$ cat src/sv/oale_pkg.sv
// Shared types, constants and helper functions of the ordered array list engine.
`timescale 1ns / 1ps

package oale_pkg;

   localparam int CAPACITY    = 32;
   localparam int VALUE_BITS  = 32;
   localparam int MAX_RESULTS = 32;

   localparam int IDX_BITS   = $clog2(CAPACITY);
   localparam int CNT_BITS   = $clog2(CAPACITY + 1);
   localparam int POS_BITS   = 5;
   localparam int MR_BITS    = $clog2(MAX_RESULTS + 1);
   localparam int KW_A       = (CNT_BITS > POS_BITS) ? CNT_BITS : POS_BITS;
   localparam int KW         = (KW_A > MR_BITS) ? KW_A : MR_BITS;

   typedef enum logic [2:0] {
      ACT_CLEAR        = 3'd0,
      ACT_APPEND       = 3'd1,
      ACT_INSERT_AT    = 3'd2,
      ACT_DELETE_AT    = 3'd3,
      ACT_DELETE_VALUE = 3'd4,
      ACT_SEARCH       = 3'd5,
      ACT_DUMP         = 3'd6
   } action_type;

   typedef enum logic [1:0] {
      ST_OK        = 2'd0,
      ST_FULL      = 2'd1,
      ST_BAD_INDEX = 2'd2,
      ST_NOT_FOUND = 2'd3
   } status_type;

   typedef enum logic [3:0] {
      S_IDLE,
      S_DECODE,
      S_APPEND,
      S_INS_RD,
      S_INS_WR,
      S_INS_PUT,
      S_DEL_RD,
      S_DEL_WR,
      S_FIND_RD,
      S_FIND_CMP,
      S_DUMP_RD,
      S_DUMP_EMIT,
      S_REPORT
   } seq_state_type;

   typedef struct packed {
      logic                  we;
      logic [IDX_BITS-1:0]   waddr;
      logic [VALUE_BITS-1:0] wdata;
      logic [IDX_BITS-1:0]   raddr;
   } mem_ctl_type;

   typedef struct packed {
      status_type         status;
      logic [4:0]         found_index;
      logic signed [31:0] entry_value;
      logic [5:0]         entry_count;
      logic               last;
   } rsp_data_type;

   // Sign-extend the 32-bit input value and keep its low VALUE_BITS bits.
   function automatic logic [VALUE_BITS-1:0] to_value(input logic signed [31:0] x);
      logic signed [63:0] w;
      w = 64'(x);
      return w[VALUE_BITS-1:0];
   endfunction

   // Sign-extend a stored entry and keep its low 32 bits.
   function automatic logic signed [31:0] to_entry(input logic [VALUE_BITS-1:0] x);
      logic signed [63:0] w;
      w = 64'(signed'(x));
      return w[31:0];
   endfunction

endpackage

$ cat src/sv/oale_if.sv
// Request and response channel interfaces of the ordered array list engine.
`timescale 1ns / 1ps

interface oale_req_if;
   logic               valid;
   logic               ready;
   logic [2:0]         action;
   logic signed [31:0] item_value;
   logic [4:0]         position;

   modport source (output valid, output action, output item_value, output position,
                   input ready);
   modport sink   (input valid, input action, input item_value, input position,
                   output ready);
endinterface

interface oale_rsp_if;
   logic                  valid;
   logic                  ready;
   oale_pkg::status_type  status;
   logic [4:0]            found_index;
   logic signed [31:0]    entry_value;
   logic [5:0]            entry_count;
   logic                  last;

   modport source (output valid, output status, output found_index, output entry_value,
                   output entry_count, output last, input ready);
   modport sink   (input valid, input status, input found_index, input entry_value,
                   input entry_count, input last, output ready);
endinterface

$ cat src/sv/oale_mem.sv
// Entry storage: one write port, one read port with registered read data.
`timescale 1ns / 1ps

module oale_mem (
   input  logic                            clock,
   input  oale_pkg::mem_ctl_type           mem_ctl,
   output logic [oale_pkg::VALUE_BITS-1:0] rd_data
);
   import oale_pkg::*;

   logic [VALUE_BITS-1:0] mem_ff [CAPACITY];
   logic [VALUE_BITS-1:0] rd_data_ff;

   always_ff @(posedge clock) begin
      if (mem_ctl.we) begin
         mem_ff[mem_ctl.waddr] <= mem_ctl.wdata;
      end
      rd_data_ff <= mem_ff[mem_ctl.raddr];
   end

   assign rd_data = rd_data_ff;

endmodule

$ cat src/sv/oale_seq.sv
// Sequencer: walks the list one entry at a time for shift, compare and dump.
`timescale 1ns / 1ps

module oale_seq (
   input  logic                            clock,
   input  logic                            reset,
   input  logic                            req_valid,
   output logic                            req_ready,
   input  logic [2:0]                      req_action,
   input  logic signed [31:0]              req_item_value,
   input  logic [4:0]                      req_position,
   output oale_pkg::mem_ctl_type           mem_ctl,
   input  logic [oale_pkg::VALUE_BITS-1:0] rd_data,
   input  logic                            out_free,
   output logic                            out_push,
   output oale_pkg::rsp_data_type          out_data
);
   import oale_pkg::*;

   seq_state_type         state_ff, state_in;
   action_type            act_ff, act_in;
   logic [VALUE_BITS-1:0] value_ff, value_in;
   logic [KW-1:0]         pos_ff, pos_in;
   logic [KW-1:0]         k_ff, k_in;
   logic [KW-1:0]         idx_ff, idx_in;
   logic [CNT_BITS-1:0]   count_ff, count_in;
   status_type            status_ff, status_in;

   logic [KW-1:0] count_ext;
   logic [KW-1:0] dump_end;
   logic          full;
   logic          match;

   assign count_ext = KW'(count_ff);
   assign dump_end  = (count_ext < KW'(MAX_RESULTS)) ? count_ext : KW'(MAX_RESULTS);
   assign full      = (count_ext >= KW'(CAPACITY));
   assign match     = (rd_data == value_ff);

   always_ff @(posedge clock) begin
      if (reset) begin
         state_ff <= S_IDLE;
         count_ff <= '0;
      end else begin
         state_ff <= state_in;
         count_ff <= count_in;
      end
      act_ff    <= act_in;
      value_ff  <= value_in;
      pos_ff    <= pos_in;
      k_ff      <= k_in;
      idx_ff    <= idx_in;
      status_ff <= status_in;
   end

   // Next state and datapath registers.
   always_comb begin
      state_in  = state_ff;
      act_in    = act_ff;
      value_in  = value_ff;
      pos_in    = pos_ff;
      k_in      = k_ff;
      idx_in    = idx_ff;
      count_in  = count_ff;
      status_in = status_ff;
      case (state_ff)
         S_IDLE: begin
            if (req_valid) begin
               act_in   = action_type'(req_action);
               value_in = to_value(req_item_value);
               pos_in   = KW'(req_position);
               state_in = S_DECODE;
            end
         end
         S_DECODE: begin
            status_in = ST_OK;
            idx_in    = '0;
            k_in      = '0;
            state_in  = S_REPORT;
            case (act_ff)
               ACT_CLEAR: begin
                  count_in = '0;
               end
               ACT_APPEND: begin
                  if (full) status_in = ST_FULL;
                  else      state_in  = S_APPEND;
               end
               ACT_INSERT_AT: begin
                  if (full) begin
                     status_in = ST_FULL;
                  end else if (pos_ff > count_ext) begin
                     status_in = ST_BAD_INDEX;
                  end else begin
                     k_in     = count_ext;
                     state_in = (count_ext == pos_ff) ? S_INS_PUT : S_INS_RD;
                  end
               end
               ACT_DELETE_AT: begin
                  if (pos_ff >= count_ext) begin
                     status_in = ST_BAD_INDEX;
                  end else begin
                     k_in = pos_ff;
                     if (pos_ff + KW'(1) < count_ext) state_in = S_DEL_RD;
                     else                             count_in = count_ff - 1'b1;
                  end
               end
               ACT_DELETE_VALUE, ACT_SEARCH: begin
                  if (count_ff == '0) status_in = ST_NOT_FOUND;
                  else                state_in  = S_FIND_RD;
               end
               ACT_DUMP: begin
                  if (count_ff != '0) state_in = S_DUMP_RD;
               end
               default: begin
               end
            endcase
         end
         S_APPEND: begin
            count_in = count_ff + 1'b1;
            state_in = S_REPORT;
         end
         S_INS_RD: begin
            state_in = S_INS_WR;
         end
         S_INS_WR: begin
            k_in     = k_ff - KW'(1);
            state_in = (k_ff - KW'(1) == pos_ff) ? S_INS_PUT : S_INS_RD;
         end
         S_INS_PUT: begin
            count_in = count_ff + 1'b1;
            state_in = S_REPORT;
         end
         S_DEL_RD: begin
            state_in = S_DEL_WR;
         end
         S_DEL_WR: begin
            k_in = k_ff + KW'(1);
            if (k_ff + KW'(2) < count_ext) begin
               state_in = S_DEL_RD;
            end else begin
               count_in = count_ff - 1'b1;
               state_in = S_REPORT;
            end
         end
         S_FIND_RD: begin
            state_in = S_FIND_CMP;
         end
         S_FIND_CMP: begin
            if (match) begin
               if (act_ff == ACT_SEARCH) begin
                  idx_in   = k_ff;
                  state_in = S_REPORT;
               end else if (k_ff + KW'(1) < count_ext) begin
                  state_in = S_DEL_RD;
               end else begin
                  count_in = count_ff - 1'b1;
                  state_in = S_REPORT;
               end
            end else if (k_ff + KW'(1) < count_ext) begin
               k_in     = k_ff + KW'(1);
               state_in = S_FIND_RD;
            end else begin
               status_in = ST_NOT_FOUND;
               state_in  = S_REPORT;
            end
         end
         S_DUMP_RD: begin
            state_in = S_DUMP_EMIT;
         end
         S_DUMP_EMIT: begin
            if (out_free) begin
               k_in     = k_ff + KW'(1);
               state_in = (k_ff + KW'(1) == dump_end) ? S_IDLE : S_DUMP_RD;
            end
         end
         S_REPORT: begin
            if (out_free) state_in = S_IDLE;
         end
         default: begin
            state_in = S_IDLE;
         end
      endcase
   end

   // Memory control, handshake and result outputs.
   always_comb begin
      req_ready           = 1'b0;
      mem_ctl.we          = 1'b0;
      mem_ctl.waddr       = k_ff[IDX_BITS-1:0];
      mem_ctl.wdata       = rd_data;
      mem_ctl.raddr       = k_ff[IDX_BITS-1:0];
      out_push            = 1'b0;
      out_data.status      = status_ff;
      out_data.found_index = 5'(idx_ff);
      out_data.entry_value = '0;
      out_data.entry_count = 6'(count_ff);
      out_data.last        = 1'b1;
      case (state_ff)
         S_IDLE: begin
            req_ready = 1'b1;
         end
         S_APPEND: begin
            mem_ctl.we    = 1'b1;
            mem_ctl.waddr = count_ff[IDX_BITS-1:0];
            mem_ctl.wdata = value_ff;
         end
         S_INS_RD: begin
            mem_ctl.raddr = IDX_BITS'(k_ff - KW'(1));
         end
         S_INS_WR: begin
            mem_ctl.we = 1'b1;
         end
         S_INS_PUT: begin
            mem_ctl.we    = 1'b1;
            mem_ctl.waddr = pos_ff[IDX_BITS-1:0];
            mem_ctl.wdata = value_ff;
         end
         S_DEL_RD: begin
            mem_ctl.raddr = IDX_BITS'(k_ff + KW'(1));
         end
         S_DEL_WR: begin
            mem_ctl.we = 1'b1;
         end
         S_DUMP_EMIT: begin
            out_push             = out_free;
            out_data.status      = ST_OK;
            out_data.found_index = 5'(k_ff);
            out_data.entry_value = to_entry(rd_data);
            out_data.last        = (k_ff + KW'(1) == dump_end);
         end
         S_REPORT: begin
            out_push = out_free;
         end
         default: begin
         end
      endcase
   end

endmodule

$ cat src/sv/ordered_array_list_engine.sv
// Ordered array list engine: a dense list of signed values edited by actions.
//
// Channels: req_chan takes one action item (action, item_value, position) when
// valid and ready are both high; rsp_chan gives result items with status,
// found_index, entry_value, entry_count and last. Each action gives one result,
// a dump gives one result per entry (up to 32), and the final one has last set.
// The sequencer walks the entry memory through its single read port one entry
// at a time. Clear, bad index and full go from decode straight to the report;
// append writes the value first. Insert moves each entry from the end down to
// the position up by one, then writes the value; delete at an index moves each
// later entry down by one. Search and delete by value compare the entries in
// order, and a delete by value then shifts as delete does. A dump reads and
// emits each entry in turn, waiting while the output is not free. Ready is high
// only while the sequencer is idle, so one action is worked on at a time.
// Reset empties the list (the count clears; entries are not cleared).
// A stalled receiver holds the result in the output register and the
// sequencer waits before giving the next one; nothing is dropped.
`timescale 1ns / 1ps

module ordered_array_list_engine (
   input  logic              clock,
   input  logic              reset,
   oale_req_if.sink          req_chan,
   oale_rsp_if.source        rsp_chan
);
   import oale_pkg::*;

   mem_ctl_type           mem_ctl;
   logic [VALUE_BITS-1:0] rd_data;
   logic                  out_free;
   logic                  out_push;
   rsp_data_type          out_data;

   logic                  rsp_valid_ff, rsp_valid_in;
   rsp_data_type          rsp_data_ff, rsp_data_in;

   oale_seq u_seq (
      .clock          (clock),
      .reset          (reset),
      .req_valid      (req_chan.valid),
      .req_ready      (req_chan.ready),
      .req_action     (req_chan.action),
      .req_item_value (req_chan.item_value),
      .req_position   (req_chan.position),
      .mem_ctl        (mem_ctl),
      .rd_data        (rd_data),
      .out_free       (out_free),
      .out_push       (out_push),
      .out_data       (out_data)
   );

   oale_mem u_mem (
      .clock   (clock),
      .mem_ctl (mem_ctl),
      .rd_data (rd_data)
   );

   assign out_free = !rsp_valid_ff || rsp_chan.ready;

   // Load a new item when pushed, drop the held one once taken.
   always_comb begin
      rsp_valid_in = rsp_valid_ff;
      rsp_data_in  = rsp_data_ff;
      if (out_push) begin
         rsp_valid_in = 1'b1;
         rsp_data_in  = out_data;
      end else if (rsp_chan.ready) begin
         rsp_valid_in = 1'b0;
      end
   end

   always_ff @(posedge clock) begin
      if (reset) begin
         rsp_valid_ff <= 1'b0;
      end else begin
         rsp_valid_ff <= rsp_valid_in;
      end
      rsp_data_ff <= rsp_data_in;
   end

   assign rsp_chan.valid       = rsp_valid_ff;
   assign rsp_chan.status      = rsp_data_ff.status;
   assign rsp_chan.found_index = rsp_data_ff.found_index;
   assign rsp_chan.entry_value = rsp_data_ff.entry_value;
   assign rsp_chan.entry_count = rsp_data_ff.entry_count;
   assign rsp_chan.last        = rsp_data_ff.last;

endmodule

$ cat src/flat_wrapper.sv
// flat-port wrapper written by rule: the top's interface ports become plain ports
module ordered_array_list_engine_flat import oale_pkg::*;
  (clock, reset, req_chan_valid, req_chan_action, req_chan_item_value, req_chan_position, req_chan_ready, rsp_chan_valid, rsp_chan_status, rsp_chan_found_index, rsp_chan_entry_value, rsp_chan_entry_count, rsp_chan_last, rsp_chan_ready);
  oale_req_if req_chan_i ();
  oale_rsp_if rsp_chan_i ();
  input  logic clock;
  input  logic reset;
  input wire logic [$bits(req_chan_i.valid)-1:0] req_chan_valid;
  input wire logic [$bits(req_chan_i.action)-1:0] req_chan_action;
  input wire logic [$bits(req_chan_i.item_value)-1:0] req_chan_item_value;
  input wire logic [$bits(req_chan_i.position)-1:0] req_chan_position;
  output wire logic [$bits(req_chan_i.ready)-1:0] req_chan_ready;
  output wire logic [$bits(rsp_chan_i.valid)-1:0] rsp_chan_valid;
  output wire logic [$bits(rsp_chan_i.status)-1:0] rsp_chan_status;
  output wire logic [$bits(rsp_chan_i.found_index)-1:0] rsp_chan_found_index;
  output wire logic [$bits(rsp_chan_i.entry_value)-1:0] rsp_chan_entry_value;
  output wire logic [$bits(rsp_chan_i.entry_count)-1:0] rsp_chan_entry_count;
  output wire logic [$bits(rsp_chan_i.last)-1:0] rsp_chan_last;
  input wire logic [$bits(rsp_chan_i.ready)-1:0] rsp_chan_ready;
  assign req_chan_i.valid = req_chan_valid;
  assign req_chan_i.action = req_chan_action;
  assign req_chan_i.item_value = req_chan_item_value;
  assign req_chan_i.position = req_chan_position;
  assign req_chan_ready = req_chan_i.ready;
  assign rsp_chan_valid = rsp_chan_i.valid;
  assign rsp_chan_status = rsp_chan_i.status;
  assign rsp_chan_found_index = rsp_chan_i.found_index;
  assign rsp_chan_entry_value = rsp_chan_i.entry_value;
  assign rsp_chan_entry_count = rsp_chan_i.entry_count;
  assign rsp_chan_last = rsp_chan_i.last;
  assign rsp_chan_i.ready = rsp_chan_ready;
  ordered_array_list_engine u_core (.clock(clock), .reset(reset), .req_chan(req_chan_i), .rsp_chan(rsp_chan_i));
endmodule
$ cat config.mk
export PLATFORM = sky130hd
export DESIGN_NAME = ordered_array_list_engine_flat
export DESIGN_NICKNAME = d
export VERILOG_FILES = /design/src/sv/oale_pkg.sv /design/src/sv/oale_if.sv /design/src/sv/oale_mem.sv /design/src/sv/oale_seq.sv /design/src/sv/ordered_array_list_engine.sv /design/src/flat_wrapper.sv
export SDC_FILE = /design/constraint.sdc
export NUM_CORES = 2
export LEC_CHECK = 0
export BUFFER_PORTS_ARGS = -buffer_cell sky130_fd_sc_hd__buf_2
export CORE_ASPECT_RATIO = 1.25
export CORE_MARGIN = 2
export CORE_UTILIZATION = 50
export DETAILED_ROUTE_END_ITERATION = 6
export PLACE_DENSITY = 0.72
export SLEW_MARGIN = 5
export SYNTH_ARGS = -nofsm -noshare
export SYNTH_HDL_FRONTEND = slang
export SYNTH_SLANG_ARGS = --single-unit
$ cat constraint.sdc
create_clock -name clock -period 8.8 [get_ports clock]
set_clock_uncertainty 0.15 [all_clocks]
set_input_delay 1.76 -clock clock [delete_from_list [all_inputs] [get_ports clock]]
set_output_delay 1.76 -clock clock [all_outputs]
set_load 0.005 [all_outputs]
==> impl_metrics.py <==
metrics = {
    "status": {
        "run_status": "finished clean",
    },
    "yosys": {
        "yosysWarnings": 0,
        "syn_inst": 3374,
        "syn_nets": 3447,
        "async_reset_ff_share_pct": 0,
        "synth_area_per_cell_um2": 14.1,
        "ys_ff_latch": 1166,
        "synth_area_um2": 47700,
        "synthFlopType": "edfxtp_1",
        "ys_types": 73,
        "synth-seq-area-share_pct": 72.5,
        "synth-edff-count": 1123,
    },
    "final_layout": {
        "fill_cells": 7306,
        "fin_area_um2": 53200,
        "syn2layout_area_growth_pct": 11.4,
        "mostFrequentLayoutCells": "edfxtp_1 (1,123), nand2_1 (623), nand3_1 (248)",
        "nets": 3478,
        "drive_gt1_share_pct": 11.9,
        "diodes": 0,
        "final_cells": 4709,
        "final_common_cell": "edfxtp_1",
        "post-route-util_pct": 56.2,
    },
    "detailed_routing": {
        "drt_iter0_drc": 3885,
        "vias_per_cell": 6.32,
        "ant_nets": 0,
        "vias": 29700,
        "drt-pass1-iter-count": 5,
        "postRouteWirelength_um": 130000,
        "drcViolationCount": 0,
        "wl_per_cell_um": 27.6,
    },
    "sta": {
        "setup_ws_ps": 3490,
        "hold_viol_final": 0,
        "fin_tns_setup_ps": 0,
        "fin_crit_ps": 5310,
        "rsz0062_at_grt": "false",
        "clock.fmax_ghz": 0.188,
        "setup_viol": 0,
        "finalCritPeriodShare_pct": 60.3,
        "slew_viol_final": 0,
        "whs_ps": 409,
        "max_slew_margin_pct": 8.08,
        "worst_pin_slew_ps": 1380,
    },
    "global_routing": {
        "busiest_layer": "met2",
        "global_route.usage.met2_pct": 44.1,
        "overflow": 0,
        "antenna_found_initial": 0,
        "grt_max_degree": 157,
        "use_met1_pct": 32.6,
        "grt_pass1_wl_um": 187000,
        "grt_pass1_vias": 28300,
        "grt_use_met3_pct": 3.54,
        "grtUsageTotal_pct": 26.2,
    },
    "place": {
        "gp_congestion": 0.903,
        "place.port_buffers": 91,
        "post_dp_cell_area_um2": 49600,
        "dp_hpwl_um": 70400,
        "placedCellCount": 4516,
        "pre_cts_ws_ps": 3540,
    },
    "power_and_ir_drop": {
        "power_mw": 19.1,
        "pwr-share-seq_pct": 40.5,
        "ir_drop_v": 0.000322,
        "leakage_nw": 17.7,
        "clockPowerShare_pct": 25.0,
        "p_int_mw": 11.9,
        "combPwrFrac_pct": 34.4,
        "p_sw_mw": 7.15,
        "switching_share_pct": 37.5,
        "power-per-cell-area_nw_per_um2": 359,
    },
    "floorplan": {
        "rows": 126,
        "dieArea_um2": 97900,
        "start_util_pct": 50.5,
        "die_x_um": 280,
        "die_h_um": 349,
        "boundaryPins": 92,
        "core_area_um2": 94600,
    },
    "setup_path": {
        "crit_type": "reg2reg",
        "endpoint_kind": "flop",
        "cp.arrival_ps": 5500,
        "crit_path_start_kind": "flop",
        "crit_fanout": 28,
        "worstPathRequired_ps": 8990,
        "r2r-start": "u_core.u_seq.state_ff[1]$_SDFFE_PP0P_",
        "critPathLaunch": "u_core.u_seq.state_ff[1]$_SDFFE_PP0P_",
    },
    "clocking": {
        "clk-insertion-delay-late_ps": 680,
        "numCtsBuffers": 103,
        "h-tree-depth": 3,
        "root_buffer": "clkbuf_16",
        "clk_pin_slew_ps": 60,
        "post_cts_buffers": 0,
        "cts_resized": 0,
        "max-clock-path-buffers": 3,
        "postCtsHoldBufs": 0,
        "cts.sinks": 1166,
        "cts_tree": "built",
    },
    "run": {
        "cap_violations": 0,
    },
    "min_path": {
        "hold_path_class": "reg2reg",
        "hp-start": "u_core.u_seq.status_ff[1]$_SDFFCE_PP1P_",
    },
}
[per-layer routing]
metal	part of all wire [%]	wire length (um)
met5	0	0
met1	36	46800
met4	5.8	7570
met3	9.0	11600
met2	49	63800
[power by group through the flow]
stage | Sequential, mW | Clock [mW] | Combinational (mW)
after CTS | 7.71 | 4.81 | 6.48
after global placement | 7.82 | 0 | 6.33
after floorplan | 7.58 | 0 | 4.35
final | 7.73 | 4.78 | 6.57
after global routing | 7.74 | 5.02 | 7.01
after detailed placement | 7.83 | 0 | 6.44
[worst paths after layout]
check | endpoint | slack [ps] | cells past startpoint
worst max-delay path | u_core.u_mem.mem_ff[4][15]$_DFFE_PP_ | 3490 | 7
worst min-delay path | u_core.rsp_chan.status[1]$_SDFFCE_PP0P_ | 410 | 1
worst max register to register | u_core.u_mem.mem_ff[4][15]$_DFFE_PP_ | 3490 | 7
worst min register to register | u_core.rsp_chan.status[1]$_SDFFCE_PP0P_ | 410 | 1
[cell families after synthesis]
logic type / synth area share, %
AOI/OAI and AO/OA: 6.99
xor gates and xnor gates: 1.15
adders and majority gates: 0.760
buffers and inverters: 2.24
DFF: 72.5
muxes: 4.90
and+or+nand+nor: 11.5
[flip-flops by register name (all words and copies together), names as in the netlist]
| name | cells |
|---|---|
| u_core.u_seq.value_ff | 32 |
| u_core.rsp_chan.last | 1 |
| u_core.u_mem.rd_data | 32 |
| u_core.rsp_chan.entry_value | 32 |
| u_core.u_mem.mem_ff | 1024 |
| u_core.u_seq.pos_ff | 5 |
| u_core.rsp_chan.entry_count | 6 |
| u_core.u_seq.act_ff | 3 |
| u_core.u_seq.state_ff | 4 |
| u_core.rsp_chan.found_index | 5 |
| u_core.u_seq.k_ff | 6 |
| u_core.u_seq.idx_ff | 5 |
| u_core.u_seq.count_ext | 6 |
| u_core.rsp_chan.status | 2 |
| u_core.rsp_chan.valid | 1 |
| u_core.u_seq.status_ff | 2 |
[cell usage after synthesis, drive strengths merged, types with 4 or more instances]
| cell | instances | area [um^2] |
|---|---|---|
| xor2 | 8 | 77.6 |
| o21a | 4 | 30.0 |
| nand3 | 248 | 1240 |
| mux2i | 192 | 1920 |
| xnor2 | 50 | 472 |
| dfxtp | 43 | 861 |
| a311oi | 65 | 569 |
| nand2b | 7 | 43.8 |
| a32oi | 34 | 298 |
| o22ai | 5 | 31.3 |
| nor2 | 71 | 277 |
| o21ai | 73 | 369 |
| a21oi | 26 | 141 |
| a221oi | 5 | 43.8 |
| buf | 99 | 500 |
| nand2 | 624 | 2340 |
| ha | 29 | 363 |
| clkbuf | 126 | 473 |
| or2 | 4 | 25.0 |
| a31oi | 71 | 444 |
| nor2b | 9 | 56.3 |
| a211oi | 129 | 968 |
| inv | 23 | 86.3 |
| nor4 | 6 | 37.5 |
| nand4 | 49 | 307 |
| edfxtp | 1123 | 33700 |
| nor3b | 96 | 721 |
| o31ai | 4 | 30.0 |
| mux2 | 37 | 417 |
| a21o | 8 | 60.1 |
| a22oi | 16 | 134 |
| nor3 | 12 | 71.3 |
| and2 | 39 | 244 |
[final cells by class]
class / instances / area (um^2) / share of cell area [%]
Inverter: 25 / 93.8 / 0.177
Clock buffer: 128 / 2790 / 5.24
Multi-Input combinational cell: 1958 / 12400 / 23.3
Clock inverter: 65 / 812 / 1.53
Timing Repair Buffer: 151 / 956 / 1.80
Sequential cell: 1166 / 34600 / 65.1
Tap cell: 1216 / 1520 / 2.86
[critical path, cell delays in order (launching register included)]
cell and delay, ps:
dfxtp_1 510, nor4bb_1 910, or2_2 900, o21ai_1 230
nor2_1 200, nand3_1 590, nor2_4 980, buf_4 460
(Power assumes the default switching activity.)
